## src/sv/dmc_pkg.sv

```systemverilog
`timescale 1ns / 1ps
`default_nettype none

package dmc_pkg;

   localparam int MAX_COLS    = 32;
   localparam int MAX_ROWS    = 32;
   localparam int STACK_DEPTH = 1024;

   localparam int POS_W    = 5;
   localparam int DIM_W    = 6;
   localparam int RAND_W   = 16;
   localparam int WALL_W   = 7;
   localparam int CELL_W   = 2 * POS_W;
   localparam int CELLS    = MAX_COLS * MAX_ROWS;
   localparam int STACK_AW = $clog2(STACK_DEPTH);
   localparam int STACK_CW = STACK_AW + 1;
   localparam int VCNT_W   = $clog2(CELLS) + 1;
   localparam int AREA_W   = 2 * DIM_W;
   localparam int EPOCH_W  = 4;

   typedef logic [POS_W-1:0]    pos_type;
   typedef logic [DIM_W-1:0]    dim_type;
   typedef logic [RAND_W-1:0]   rand_type;
   typedef logic [WALL_W-1:0]   wall_type;
   typedef logic [CELL_W-1:0]   cell_type;
   typedef logic [STACK_CW-1:0] stk_cnt_type;
   typedef logic [VCNT_W-1:0]   vis_cnt_type;
   typedef logic [AREA_W-1:0]   area_type;
   typedef logic [EPOCH_W-1:0]  epoch_type;

   localparam dim_type     DIM_MAX_COLS = dim_type'(MAX_COLS);
   localparam dim_type     DIM_MAX_ROWS = dim_type'(MAX_ROWS);
   localparam stk_cnt_type STACK_FULL   = stk_cnt_type'(STACK_DEPTH);
   localparam vis_cnt_type CELL_TOTAL   = vis_cnt_type'(CELLS);

   // Item kinds.
   localparam logic REQ_RESTART = 1'b0;
   localparam logic REQ_STEP    = 1'b1;

   // Configuration register indexes.
   localparam logic CSR_WIDTH  = 1'b0;
   localparam logic CSR_HEIGHT = 1'b1;

   // Neighbor directions in probe order.
   localparam logic [1:0] DIR_UP    = 2'd0;
   localparam logic [1:0] DIR_RIGHT = 2'd1;
   localparam logic [1:0] DIR_DOWN  = 2'd2;
   localparam logic [1:0] DIR_LEFT  = 2'd3;

   typedef struct packed {
      logic     carved;
      wall_type wall_row;
      wall_type wall_col;
      logic     backtracked;
      logic     done_res;
   } res_type;

   // A zero register acts as one, anything above the grid size as the grid size.
   function automatic dim_type eff_dim(input dim_type r, input dim_type maxv);
      dim_type d;
      if (r == '0) begin
         d = dim_type'(1);
      end else if (r > maxv) begin
         d = maxv;
      end else begin
         d = r;
      end
      return d;
   endfunction

endpackage

`default_nettype wire

```

## src/sv/dmc_rem.sv

```systemverilog
`timescale 1ns / 1ps
`default_nettype none

// Restoring remainder unit, one dividend bit per cycle.
module dmc_rem (
   input  wire logic              clock,
   input  wire logic              reset,
   input  wire logic              start,
   input  wire dmc_pkg::rand_type dividend,
   input  wire dmc_pkg::dim_type  divisor,
   output logic                   done,
   output dmc_pkg::dim_type       remainder
);

   localparam int CNT_W = $clog2(dmc_pkg::RAND_W);

   logic                   run_ff, run_in;
   logic                   done_ff, done_in;
   logic [CNT_W-1:0]       cnt_ff, cnt_in;
   dmc_pkg::rand_type      dvd_ff, dvd_in;
   dmc_pkg::dim_type       dvsr_ff, dvsr_in;
   dmc_pkg::dim_type       rem_ff, rem_in;
   logic [dmc_pkg::DIM_W:0] trial;
   logic [dmc_pkg::DIM_W:0] diff;

   assign trial = {rem_ff, dvd_ff[dmc_pkg::RAND_W-1]};
   assign diff  = trial - {1'b0, dvsr_ff};

   always_comb begin
      run_in  = run_ff;
      done_in = 1'b0;
      cnt_in  = cnt_ff;
      dvd_in  = dvd_ff;
      dvsr_in = dvsr_ff;
      rem_in  = rem_ff;
      if (start) begin
         run_in  = 1'b1;
         cnt_in  = '0;
         dvd_in  = dividend;
         dvsr_in = divisor;
         rem_in  = '0;
      end else if (run_ff) begin
         // The partial remainder stays below the divisor, so it fits DIM_W bits.
         if (trial >= {1'b0, dvsr_ff}) begin
            rem_in = diff[dmc_pkg::DIM_W-1:0];
         end else begin
            rem_in = trial[dmc_pkg::DIM_W-1:0];
         end
         dvd_in = {dvd_ff[dmc_pkg::RAND_W-2:0], 1'b0};
         cnt_in = cnt_ff + CNT_W'(1);
         if (cnt_ff == CNT_W'(dmc_pkg::RAND_W - 1)) begin
            run_in  = 1'b0;
            done_in = 1'b1;
         end
      end
   end

   always_ff @(posedge clock) begin
      if (reset) begin
         run_ff  <= 1'b0;
         done_ff <= 1'b0;
         cnt_ff  <= '0;
      end else begin
         run_ff  <= run_in;
         done_ff <= done_in;
         cnt_ff  <= cnt_in;
      end
   end

   always_ff @(posedge clock) begin
      dvd_ff  <= dvd_in;
      dvsr_ff <= dvsr_in;
      rem_ff  <= rem_in;
   end

   assign done      = done_ff;
   assign remainder = rem_ff;

endmodule

`default_nettype wire
```

## config.mk

```make
export PLATFORM = sky130hd
export DESIGN_NAME = dmc_rem
export DESIGN_NICKNAME = d
export VERILOG_FILES = /design/src/sv/dmc_pkg.sv /design/src/sv/dmc_rem.sv
export SDC_FILE = /design/constraint.sdc
export NUM_CORES = 1
export LEC_CHECK = 0
export CORE_MARGIN = 1.5
export CORE_UTILIZATION = 35
export DETAILED_ROUTE_END_ITERATION = 12
export DONT_BUFFER_PORTS = 1
export GPL_ROUTABILITY_DRIVEN = 0
export SYNTH_ARGS = -nofsm -noshare
export SYNTH_HDL_FRONTEND = slang
export SYNTH_SLANG_ARGS = --single-unit
```

## constraint.sdc

```tcl
create_clock -name clock -period 2 [get_ports clock]
set_input_delay 0.2 -clock clock [delete_from_list [all_inputs] [get_ports clock]]
set_output_delay 0.2 -clock clock [all_outputs]
set_load 0.02 [all_outputs]
```

---- Yosys cells after proc, flatten, opt, wreduce, memory -nomap -nowiden ----
Index checks and enable logic that the tools add are counted.
storage, ports and cells
  bits in writable memories ............... 0
  memories kept ........................... 0
  output and inout bits ................... 7
  logic and storage cells ................. 21
  ROM bits ................................ 0
  bits of input ports ..................... 25
  register bits after elaboration ......... 34
  latch bits .............................. 0
operators by class
  $add $sub $neg .......................... 2
  equality and inequality tests ........... 1
  multiplexer cells ....................... 7
  shift operators ......................... 0
  reductions and logical operators ........ 3
  bitwise gates (word level) .............. 1
  multipliers ............................. 0
  divide/modulo/power cells ............... 0
  $lt $le $gt $ge ......................... 1
operators with widths
  kind                                                           count
  16-bit two-way mux                                             2
  7-bit by 6-bit greater-or-equal comparator with 1-bit output   1
  6-bit two-way mux                                              1
  6-bit subtractor                                               1
  4-bit by 1-bit adder with 4-bit output, second input constant  1
  4-bit == test, second input constant                           1
  1-bit two-way mux                                              4
  3-bit OR reduction                                             1
  2-bit nonzero test                                             1
  2-bit OR reduction                                             1
  1-bit NOT                                                      1

---- Depth between registers and ports, before layout ----
  depth in word-level cells ............... 4
  gate-level depth with buffers ........... 8
  mapped depth without buffers ............ 8

---- Worst setup path before layout ----
No wires, ideal clock.
  path type ............................... reg-to-reg
  start ................................... register rem_ff[3], in the netlist remainder[3]
  end ..................................... register rem_ff[4], in the netlist remainder[4]
  slack ................................... -0.036 ns
  path buffers ............................ 0
  stages on the path, launching flop included .. 7
  setup time .............................. 0.140 ns
  required time ........................... 1.860 ns
  clock period less this slack ............ 2.036 ns
  arrival ................................. 1.896 ns
  cell sequence ........................... dfxtp_1 -> ha_1 -> a21o_1 -> a211o_1 -> a41oi_4 -> mux2i_1 -> a211oi_1
on the way
  cells in the longest elaborated chain, start to end .. 2
  elaborated cells between the ends (all ways) .. 3
  classes of those cells .................. 1 x add/sub; 1 x order compare; 1 x mux
RTL lines
  what                                                                                                     RTL line                      text
  start, declared                                                                                          dmc_rem.sv:22                 dmc_pkg::dim_type rem_ff, rem_in;
  start signal, assigned                                                                                   dmc_rem.sv:73                 rem_ff <= rem_in;
  6-bit subtractor / 7-bit by 6-bit greater-or-equal comparator with 1-bit output (equally long branches)  dmc_rem.sv:27, dmc_rem.sv:44
  6-bit two-way mux (*)                                                                                    dmc_rem.sv:44                 if (trial >= {1'b0, dvsr_ff}) begin
Every way passes the cells marked *; elsewhere a longest branch is shown, timed or not.
A chain may end at the register's enable or synchronous reset.

---- Final worst setup path ----
  start ................................... register dvsr_ff[2]
  end ..................................... register rem_ff[5], in the netlist remainder[5]
on the way
  cells in the longest elaborated chain, start to end .. 2
  elaborated cells between the ends (all ways) .. 3
  classes of those cells .................. 1 x add/sub; 1 x order compare; 1 x mux
RTL lines
  what                                                                                                     RTL line                      text
  start, declared                                                                                          dmc_rem.sv:21                 dmc_pkg::dim_type dvsr_ff, dvsr_in;
  start signal, assigned                                                                                   dmc_rem.sv:72                 dvsr_ff <= dvsr_in;
  6-bit subtractor / 7-bit by 6-bit greater-or-equal comparator with 1-bit output (equally long branches)  dmc_rem.sv:27, dmc_rem.sv:44
  6-bit two-way mux (*)                                                                                    dmc_rem.sv:44
Marks and branches as above.

==> flow_summary.yaml <==
status:
  outcome: "finished, final reports clean"
power:
  p_leak_nw: 0.7729
  p_sw_mw: 0.4377
  swShare_pct: 24.46
  p_per_area_nw_per_um2: 918.6
  seq_power_share_pct: 47.2
  clkPwrFrac_pct: 34.4
  ir_worst_vdd_v: 0.0004284
  internal-power_mw: 1.352
  combPwrFrac_pct: 18.4
floorplanning:
  initial_core_util_pct: 36.90
  num_rows: 24
  fp.dieH_um: 71.23
  die_area_um2: 5073
  fp.coreArea_um2: 4414
  ios: 32
  die_w_um: 71.23
global_routing:
  top_usage_layer: "met2"
  use_met2_pct: 19.14
  grt_pass1_vias: 1089
  use_met3_pct: 6.188
  grt_use_met1_pct: 14.57
  track_usage_pct: 12.24
  grt_max_degree: 36
  grt_pass1_wl_um: 4905
  grt_overflow: 0
  antenna_found_initial: 0
critical_path:
  path_common_cell: "buf_4"
  path_cells: "inv_1 -> ha_1 -> buf_4 -> nand2_1 -> o21ai_2 -> a41oi_4 -> buf_4 -> o41ai_1"
  endpoint_kind: "flip-flop"
  critPathTopFamily: "compound AO/OA/AOI/OAI gates"
  cpPeakStageDelay_ns: 0.34
  worstPathRequired_ns: 2.16
  cp_num_buf_inv: 3
  cp.arrival_ns: 2.10
  slowest_stage: "o41ai_1"
  critPathLaunchType: "flip-flop"
  worstPathMaxFanout: 6
  critPathKind: "flip-flop to flip-flop"
sta:
  slew_headroom_pct: 75.29
  finalCriticalPeriod_ns: 1.939
  tns_ns: 0
  fin_hold_ws_ns: 0.01454
  maxSlewViolCount: 0
  hold_viol: 0
  fin_crit_sh_pct: 96.94
  max_clock_freq_mhz: 515.8
  timing_worst_slew_pin_value_ns: 0.3706
  skew_ns: 0.006771
  finalSetupViolCount: 0
min_path:
  hold_class: "input port to flip-flop"
synthesis:
  synth_area_um2: 1629
  synth.avg_cell_area_um2: 12.53
  synth-seq-cells: 34
  synth-edff-count: 22
  ys_seq_area_share_pct: 55.30
  syn_nets: 164
  synth-warning-count: 0
  synth-main-ff-cell: "edfxtp_1"
  async_flop_share_pct: 0
  synthCells: 130
  yosys.cell_types.count: 32
cells_and_area:
  fin_nets: 182
  syn_to_final_growth_pct: 19.59
  drive_gt1_share_pct: 28.19
  diodes: 0
routing:
  dr.pass1.iters: 5
  num_vias: 1033
  route.detailed.drc: 0
  ant_nets: 0
  drt-total-wl_um: 2929
  drtIter0Drc: 50
  wl_per_cell_um: 14.57
  post_drt_via_cell_ratio: 5.139
job:
  cap_violations: 0
clock_tree:
  cts_root_buf: "clkbuf_8"
  path_clk_slew_ns: 0.07
  cts_inserted_buffers: 5
  cts_tree: "yes"
  clk_latency_ns: 0.28
  cts_sinks: 34
  cts_htree_levels: 2
  cts.path.max_buffers: 2
placed_design:
  placement.io_buffers: 0
  dp_hpwl_um: 2031
[through the flow]
step | std cells | power [mW] | setup slack [ns] | cell area [µm²] | utilization (%)
final | 201 | 1.790 | 0.06110 | 1948 | 44.13
after detailed placement | 185 | 1.151 | 0.04528 | 1737 | 39.34
after CTS | 197 | 1.786 | 0.02397 | 1884 | 42.69
after floorplan | 130 | 1.085 | 0.03576 | 1630 | -
after global placement | 185 | 1.142 | 0.09404 | 1737 | 39.34
after global routing | 201 | 1.876 | -0.005811 | 1948 | 44.13
[placed cells by master, fill, tap and decap left out, drive strengths merged, types with 2 or more instances in the layout]
cell type    instances
edfxtp              22
mux2                15
dfxtp               12
nor2                11
buf                 10
ha                   8
inv                  8
nand2                6
mux2i                6
dlygate4sd3          6
clkbuf               6
nor3                 5
xor2                 5
a21oi                4
a211oi               3
xnor2                2
or2                  2
o21ai                2
[routing by layer]
metal	wire length (µm)	up-vias
li1	-	501
met1	1235	475
met2	1369	49
met3	251	8
met4	72	0
met5	0	-
[cells in the mapped netlist, types with 2 or more instances]
master     n  share of area (%)
edfxtp_1  22                 41
mux2_2    15                 10
dfxtp_1   12                 15
nor2_1    11                2.5
ha_1       8                6.1
inv_1      8                1.8
mux2i_1    6                3.7
nand2_1    6                1.4
clkbuf_1   5                1.2
nor3_1     5                1.5
xor2_1     5                2.7
a21oi_1    4                1.2
a211oi_1   3                1.4
xnor2_1    2                1.1
[registers in the layout, indices dropped and copies added, names as in the netlist]
| signal | cells |
|---|---|
| done | 1 |
| dvd_ff | 16 |
| run_ff | 1 |
| dvsr_ff | 6 |
| remainder | 6 |
| cnt_ff | 4 |
[final cells by class]
| class | count | area [µm²] |
|---|---|---|
| flip-flops and latches | 34 | 902.1 |
| clock buffers | 6 | 72.57 |
| multi-input cells | 83 | 705.7 |
| fillers | 403 | 2466 |
| repair buffers | 16 | 135.1 |
| well taps | 52 | 65.06 |
| inverters | 8 | 30.03 |
| clock inverters | 2 | 37.54 |
[path summary, 6_finish.rpt]
path         slack [ns]  cells past startpoint              startpoint                   endpoint
max                0.06                      8    dvsr_ff[2]$_DFFE_PP_  remainder[5]$_SDFFE_PP0P_
min                0.01                      0              divisor[4]       dvsr_ff[4]$_DFFE_PP_
max reg2reg        0.06                      8    dvsr_ff[2]$_DFFE_PP_  remainder[5]$_SDFFE_PP0P_
min reg2reg        0.47                      2  cnt_ff[3]$_SDFFE_PP0P_            done$_SDFF_PP0_
[worst reg2reg max path, delay by kind of cell (launching register included)]
| kind | cells | cell delay (ns) |
|---|---|---|
| simple gates | 1 | 0.07 |
| flops | 1 | 0.33 |
| compound gates | 3 | 0.78 |
| fa+ha+maj | 1 | 0.28 |
| buf+inv | 3 | 0.38 |
[power groups by stage]
stage	Clock (mW)	Combinational [mW]	Sequential (mW)
6_report	0.616	0.330	0.844
3_3_place_gp	0	0.284	0.857
5_1_grt	0.663	0.362	0.852
3_5_place_dp	0	0.292	0.859
4_1_cts	0.635	0.308	0.844
2_1_floorplan	0	0.218	0.867
[timing repair]
action / 4_1_cts / 5_1_grt
endpoints found under the hold margin: 5 / 3
hold buffers: 3 / 3
pin swaps: 1 / 5
setup buffers: 1 / 1
endpoints found under the setup margin: 1 / 6
resized for setup: 0 / 6
[logic make-up after synthesis]
| kind of cell | after synthesis | synth area share (%) |
|---|---|---|
| flops | 34 | 55.30 |
| simple gates | 31 | 8.987 |
| mux | 21 | 14.06 |
| compound gates | 15 | 7.528 |
| buf+inv | 13 | 2.996 |
| fa+ha+maj | 9 | 7.374 |
| xor+xnor | 7 | 3.764 |
Note: power is estimated with default switching activity, not from simulation.
